[src/assert_macros.svh]
// Assertion macros used by the blur unit's top-level RTL file.
// Each macro samples on clk and is disabled while rst_n is low.
`ifndef ASSERT_MACROS_SVH
`define ASSERT_MACROS_SVH

// Same-cycle implication
`define ASSERT_IMPL(name, ante, cons) \
    name: assert property (@(posedge clk) disable iff (!rst_n) (ante) |-> (cons)) \
        else $error("implication check failed");

// Next-cycle implication
`define ASSERT_NEXT(name, ante, cons) \
    name: assert property (@(posedge clk) disable iff (!rst_n) (ante) |=> (cons)) \
        else $error("next-cycle check failed");

`endif

[src/gber_pkg.sv]
// Package for the edge-renormalized blur unit: payload structs, opcodes,
// register indexes, defaults and the controller/datapath interface structs.
package gber_pkg;

    // Parameter defaults
    localparam int MAX_RADIUS_DEF  = 4;
    localparam int MAX_WIDTH_DEF   = 1024;
    localparam int WEIGHT_BITS_DEF = 16;
    localparam int ROW_LIMIT       = 4096;

    // Operation codes
    localparam logic [1:0] OP_WEIGHT = 2'd0;
    localparam logic [1:0] OP_PIXEL  = 2'd1;
    localparam logic [1:0] OP_DRAIN  = 2'd2;

    // Configuration register indexes
    localparam logic [1:0] CFG_WIDTH  = 2'd0;
    localparam logic [1:0] CFG_HEIGHT = 2'd1;
    localparam logic [1:0] CFG_RADIUS = 2'd2;

    localparam int CFG_DATA_W = 13;

    // Register reset values
    localparam logic [10:0] WIDTH_RST  = 11'd640;
    localparam logic [12:0] HEIGHT_RST = 13'd480;
    localparam logic [2:0]  RADIUS_RST = 3'd4;

    typedef struct packed {
        logic [1:0]  operation;
        logic [6:0]  weight_index;
        logic [15:0] weight_value;
        logic [7:0]  red_in;
        logic [7:0]  green_in;
        logic [7:0]  blue_in;
    } in_item_t;

    typedef struct packed {
        logic [7:0]  red_out;
        logic [7:0]  green_out;
        logic [7:0]  blue_out;
        logic [11:0] out_row;
        logic [9:0]  out_col;
        logic        frame_end;
    } out_item_t;

    // Controller to datapath
    typedef struct packed {
        logic accept;
        logic scan_init;
        logic scan_step;
        logic div_step;
        logic emit;
    } cmd_t;

    // Datapath to controller
    typedef struct packed {
        logic start_emit;
        logic scan_last;
        logic div_last;
        logic out_free;
    } status_t;

endpackage

[src/gber_ctrl.sv]
// Controller FSM for the blur unit: sequences accept, window scan,
// divide and result transfer. Depends on gber_pkg.
module gber_ctrl
    import gber_pkg::*;
(
    input  logic    clk,
    input  logic    rst_n,
    input  logic    in_valid,
    output logic    in_stall,
    input  status_t status,
    output cmd_t    cmd
);

    typedef enum logic [4:0] {
        ST_IDLE  = 5'b00001,
        ST_SCAN  = 5'b00010,
        ST_FLUSH = 5'b00100,
        ST_DIV   = 5'b01000,
        ST_OUT   = 5'b10000
    } state_t;

    state_t state_reg, state_next;

    // Next state and commands
    always_comb
    begin
        state_next = state_reg;
        cmd        = '0;
        unique case (state_reg)
            ST_IDLE:
            begin
                cmd.accept    = in_valid;
                cmd.scan_init = in_valid && status.start_emit;
                if (in_valid && status.start_emit)
                begin
                    state_next = ST_SCAN;
                end
            end
            ST_SCAN:
            begin
                cmd.scan_step = 1'b1;
                if (status.scan_last)
                begin
                    state_next = ST_FLUSH;
                end
            end
            ST_FLUSH:
            begin
                state_next = ST_DIV;
            end
            ST_DIV:
            begin
                cmd.div_step = 1'b1;
                if (status.div_last)
                begin
                    state_next = ST_OUT;
                end
            end
            ST_OUT:
            begin
                cmd.emit = status.out_free;
                if (status.out_free)
                begin
                    state_next = ST_IDLE;
                end
            end
            default:
            begin
                state_next = ST_IDLE;
            end
        endcase
    end

    always_ff @(posedge clk or negedge rst_n)
    begin
        if (!rst_n)
        begin
            state_reg <= ST_IDLE;
        end
        else
        begin
            state_reg <= state_next;
        end
    end

    assign in_stall = (state_reg != ST_IDLE);

endmodule

[config.mk]
export PLATFORM = sky130hd
export DESIGN_NAME = gber_ctrl
export DESIGN_NICKNAME = d
export VERILOG_FILES = /design/src/assert_macros.svh /design/src/gber_pkg.sv /design/src/gber_ctrl.sv
export SDC_FILE = /design/constraint.sdc
export NUM_CORES = 1
export LEC_CHECK = 0
export ABC_CLOCK_PERIOD_IN_PS = 1600
export BUFFER_PORTS_ARGS = -buffer_cell sky130_fd_sc_hd__buf_2
export CELL_PAD_IN_SITES_DETAIL_PLACEMENT = 1
export CELL_PAD_IN_SITES_GLOBAL_PLACEMENT = 1
export CORE_MARGIN = 2
export CORE_UTILIZATION = 25
export DETAILED_ROUTE_END_ITERATION = 6
export PLACE_DENSITY = 0.61
export SLEW_MARGIN = 5
export SYNTH_ARGS = -nofsm -noshare
export SYNTH_HDL_FRONTEND = slang
export SYNTH_SLANG_ARGS = --single-unit
[constraint.sdc]
create_clock -name clk -period 1.6 [get_ports clk]
set_input_delay 0.08 -clock clk [delete_from_list [all_inputs] [get_ports clk]]
set_output_delay 0.08 -clock clk [all_outputs]
set_load 0.1 [all_outputs]
# Word level (Yosys, flattened, before mapping)
# Cells that the tools add are included.
# totals
latchBits	0
ramBits	0
ff_bits	5
output_inout_bits	6
word_cells	22
mem_count	0
rom_bits	0
# op_classes
n_eq_ne	10
n_reduce_logical	2
n_addsub	0
n_mul	0
div_mod_pow	0
n_shift	0
n_bitwise	0
magnitude_cmp	0
mux	9
# op_table
op	n
$pmux 5 s5	1
$mux 5	4
$ne 2x2->1 const B	4
$eq 5x1->1 const B	1
$eq 5x2->1 const B	1
$eq 5x3->1 const B	1
$eq 5x4->1 const B	1
$eq 5x5->1 const B	1
$ne 5x1->1 const B	1
$reduce_and 4->1	1
$mux 1	3
$mux 2	1
$logic_and 1x1->1	1

# Logic depth before layout (Yosys ltp)
# depth
depth_word	3
ltp_mapped	5
ltp_nobuf	4

# Worst setup path before layout
# No wires, ideal clock.
# synth_path
path_type	register -> output
start	register state_reg[2]
end	output port cmd[3] (netlist name)
path_stages_with_launch	5
required_ns	1.520
path_buffers	1
slack_ns	-0.898
arrival_ns	2.418
path_cell_list	dfrtp_1 -> buf_6 -> nor3_4 -> nand3b_4 -> nor2_1
# synth_lines
item	line	rtl
start: declaration	gber_ctrl.sv:22	state_t state_reg, state_next;
start signal: assignment	gber_ctrl.sv:82	state_reg <= state_next;
end: declaration	gber_ctrl.sv:11	output cmd_t cmd

==> summary.md <==
| Metric | Value |
|---|---|
| Crit end category | `primary output` |
| Max Cap Viol | `0` |
| Worst R2R End | `state_reg[2]` |
| Mapped Avg Cell Area | `between 9 and 10 um^2` |
| Part of the cycle the worst path needs | `0.9674` |
| Total core area | `1318 um^2` |
| Aggregate routed wire length | `802 um` |
| LEAKAGE | `around 0.26 nW` |
| R2R Path Start | `state_reg[2]` |
| Initial DRC count | `0` |
| Complex-gate fraction of the synthesized area | `0.1119` |
| Endpoint, Worst Hold | `state_reg[1]` |
| Largest net degree at the start of global routing | `9` |
| Crit path time final | `1.548 ns` |
| Grt total ovfl | `0` |
| IR drop worst, VDD | `0.001002 V` |
| Final setup violation count | `0` |
| I/O Buffers | `12` |
| Core Rows | `13` |
| # DRC | `0` |
| CP Class | `reg -> out` |
| Clk_lat worst skew | `roughly 0.23 ns` |
| Inst Count DP | `63` |
| Filler cell count | `152` |
| Reg-to-reg slack, setup | `~0.23 ns` |
| Min-Delay Startpoint | `status[2]` |
| Simple-Gate Fraction of Synth Area | `0.4161` |
| Adder-cell share of the synthesized area | `0` |
| Max incr delay on CP | `0.44 ns` |
| Xor/xnor share of the synthesized area | `0.02448` |
| Nets@finish | `between 60 and 70` |
| Area of the multi-input gates | `226.5 um^2` |
| Finished Layout Cells | `70` |
| Synth Instances | `38` |
| Root Buffer | `clkbuf_4` |
| Max_slew headroom | `0.6811` |
| Clk_skew | `0.002107 ns` |
| H-tree Lvls | `1` |
| CP arrival | `between 1 and 1.5 ns` |
| Least-Margin Pin Slew | `0.4817 ns` |
| Synth warnings | `0` |
| Top-level I/O count | `13` |
| Fraction of layout cells with a size suffix above 1 | `0.5636` |
| Slew Limit Fails | `0` |
| Syn_nets | `45` |
| Register Area | `131.4 um^2` |
| Worst path slowest cell | `dfrtp_2` |
| Outcome | `finished, final reports clean` |
| Final Wtd Congestion | `0.6561` |
| PwrDens | `1784 nW/um^2` |
| Critical path buffers and inverters | `1` |
| #FFs+latches synth | `5` |
| Die width | `41.84 um` |
| Starting density of the core | `0.2716` |
| Hpwl dp | `around 650 um` |
| N_diodes | `0` |
| Initial antenna violation count | `0` |
| Vias | `between 300 and 400` |
| Die height | `around 42 um` |
| Drt wl/cell | `11.46 um` |
| RSZ-0062 raised after global routing | `true` |
| Antenna Nets Post-Route | `0` |
| Critical Path Fanout Max | `7` |
| Final hold viol count | `0` |
| Hold Crit Depth | `2` |
| Die area | `1750 um^2` |
| Area delta synth->final | `61.54%` |
| CTS tree | `done` |
| Worst r2r path cells | `5` |
| CP Data Required Time | `1.52 ns` |
| Vias in the first global route | `347` |
| Vias per inst | `4.714` |
| Largest family of logic cells by synthesized area | `simple AND/OR/NAND/NOR gates` |
| Global-route total usage across every layer | `0.1090` |
| Clk slew on worst S/H paths | `0.04 ns` |
| Library cells used by synthesis | `24` |
| Top delay family on crit path | `simple AND/OR/NAND/NOR gates` |
| Hold WC Path Type | `in -> reg` |
| Proportion of synthesized area in mux cells | `0` |
| Max reg flops | `5` |
| FMAX | `0.6461 GHz` |
| First-pass GRT wire length | `1455 um` |
| Clk buf depth | `2` |
| Synthesized area | `357.8 um^2` |
| Crit path launch type | `flop` |
| DRT Pass-1 Iters | `1` |
| Sequential share of the synthesized area | `0.3531` |
| CTS Buf Count | `3` |
| CP cell instances | `or3_4 -> nor3_4 -> buf_12` |
| Post-route total power | `1.031 mW` |
| Clock sinks | `5` |
[placed cells by master (no fill, tap or decap)]
cell type | synthesis | final
xor2_1 | 1 | 1
a31oi_1 | 1 | 1
a21oi_1 | 1 | 1
buf_2 | 0 | 7
dfstp_2 | 1 | 1
nor3b_1 | 1 | 1
nor3_4 | 1 | 2
nor2_1 | 4 | 2
inv_1 | 4 | 4
nor4_2 | 0 | 1
or3_4 | 1 | 1
dfrtp_2 | 0 | 4
o211ai_1 | 1 | 1
buf_4 | 1 | 2
dlygate4sd3_1 | 0 | 1
nand3b_1 | 2 | 2
o21ai_0 | 3 | 3
nand2b_1 | 1 | 1
and3_2 | 0 | 1
nand3b_4 | 1 | 1
clkbuf_1 | 0 | 1
clkbuf_4 | 0 | 3
o22ai_1 | 1 | 1
buf_12 | 0 | 5
nand2b_4 | 1 | 1
or4b_1 | 1 | 1
nand2_1 | 3 | 3
nor2_4 | 0 | 2
[report_power, final]
part           leakage (nW)  internal, mW  total (mW)  switching (mW)
clock                0.0150        0.0939       0.139          0.0453
combinational         0.183         0.246       0.673           0.427
sequential           0.0591         0.166       0.220          0.0533
total                 0.257         0.506        1.03           0.525
[repair_timing]
item	CTS	global route
hold endpoints to repair	5	0
endpoints found under the setup margin	1	5
hold buffers	1	0
buffers inserted	0	2
gates resized for setup	1	3
pin swaps	0	1
cloned	0	0
[worst max path at each step]
stage | from | endpoint | slack [ns] | cells after the start
4_1_cts | state_reg[1] | cmd[1] | 0.02 | 3
5_1_grt | state_reg[1] | cmd[1] | -0.007 | 3
3_3_place_gp | state_reg[2] | state_reg[2] | 0.22 | 4
2_1_floorplan | state_reg[1] | state_reg[4] | -0.22 | 4
3_5_place_dp | state_reg[2] | cmd[0] | 0.25 | 3
6_report | state_reg[1] | cmd[1] | 0.05 | 3
[Yosys cell counts, drive strengths merged]
cell    instances  share of area
nand2           3          0.031
inv             4          0.042
dfstp           1          0.073
buf             2          0.052
o22ai           1          0.017
nand3b          3          0.098
nand2b          2          0.056
and3            1          0.017
nor3            2          0.073
a21oi           1          0.014
dfrtp           4           0.28
nor3b           1          0.021
nor4            1          0.017
or4b            1          0.028
a31oi           1          0.017
o21ai           3          0.042
nor2            4          0.042
xor2            1          0.024
or3             1          0.031
o211ai          1          0.021
[worst register-to-register path, cell delays in order (launching register included)]
cell and delay [ns]:
dfrtp_2 0.45, nor3_4 0.24, nand3b_1 0.14, buf_4 0.16, o211ai_1 0.19, nor2_1 0.07
[through the flow]
step / utilization / TNS [ns] / worst slack (ns) / hold slack, ns / area (um^2)
CTS: 0.4245 / 0 / 0.02187 / 0.05452 / 559.3
global route: 0.4387 / -0.006646 / -0.006646 / 0.05307 / 578.1
global placement: 0.3922 / 0 / 0.2193 / -0.1006 / 516.7
finish: 0.4387 / 0 / 0.05216 / 0.05745 / 578.1
floorplan: - / -0.4642 / -0.2216 / -0.2156 / 381.6
detailed placement: 0.3922 / 0 / 0.2473 / -0.1021 / 516.7
[per-layer routing]
layer,wire length (um),track usage
met5,0,0
met4,0,0.05806
met3,27,0.02609
met2,387,0.1688
met1,388,0.1387
[cell type report]
class	instances	share of cell area
flip-flops and latches	5	0.2273
multi-input cells	27	0.3918
inverters	4	0.02597
clock buffers	4	0.04545
well taps	15	0.03247
repair buffers	15	0.2771
[cells by family (layout without fill, tap and decap cells)]
kind of cell | count (synthesis) | in the layout
compound gates | 7 | 7
simple gates | 19 | 19
flops | 5 | 5
xor+xnor | 1 | 1
buf+inv | 6 | 23
(Power assumes the default switching activity.)
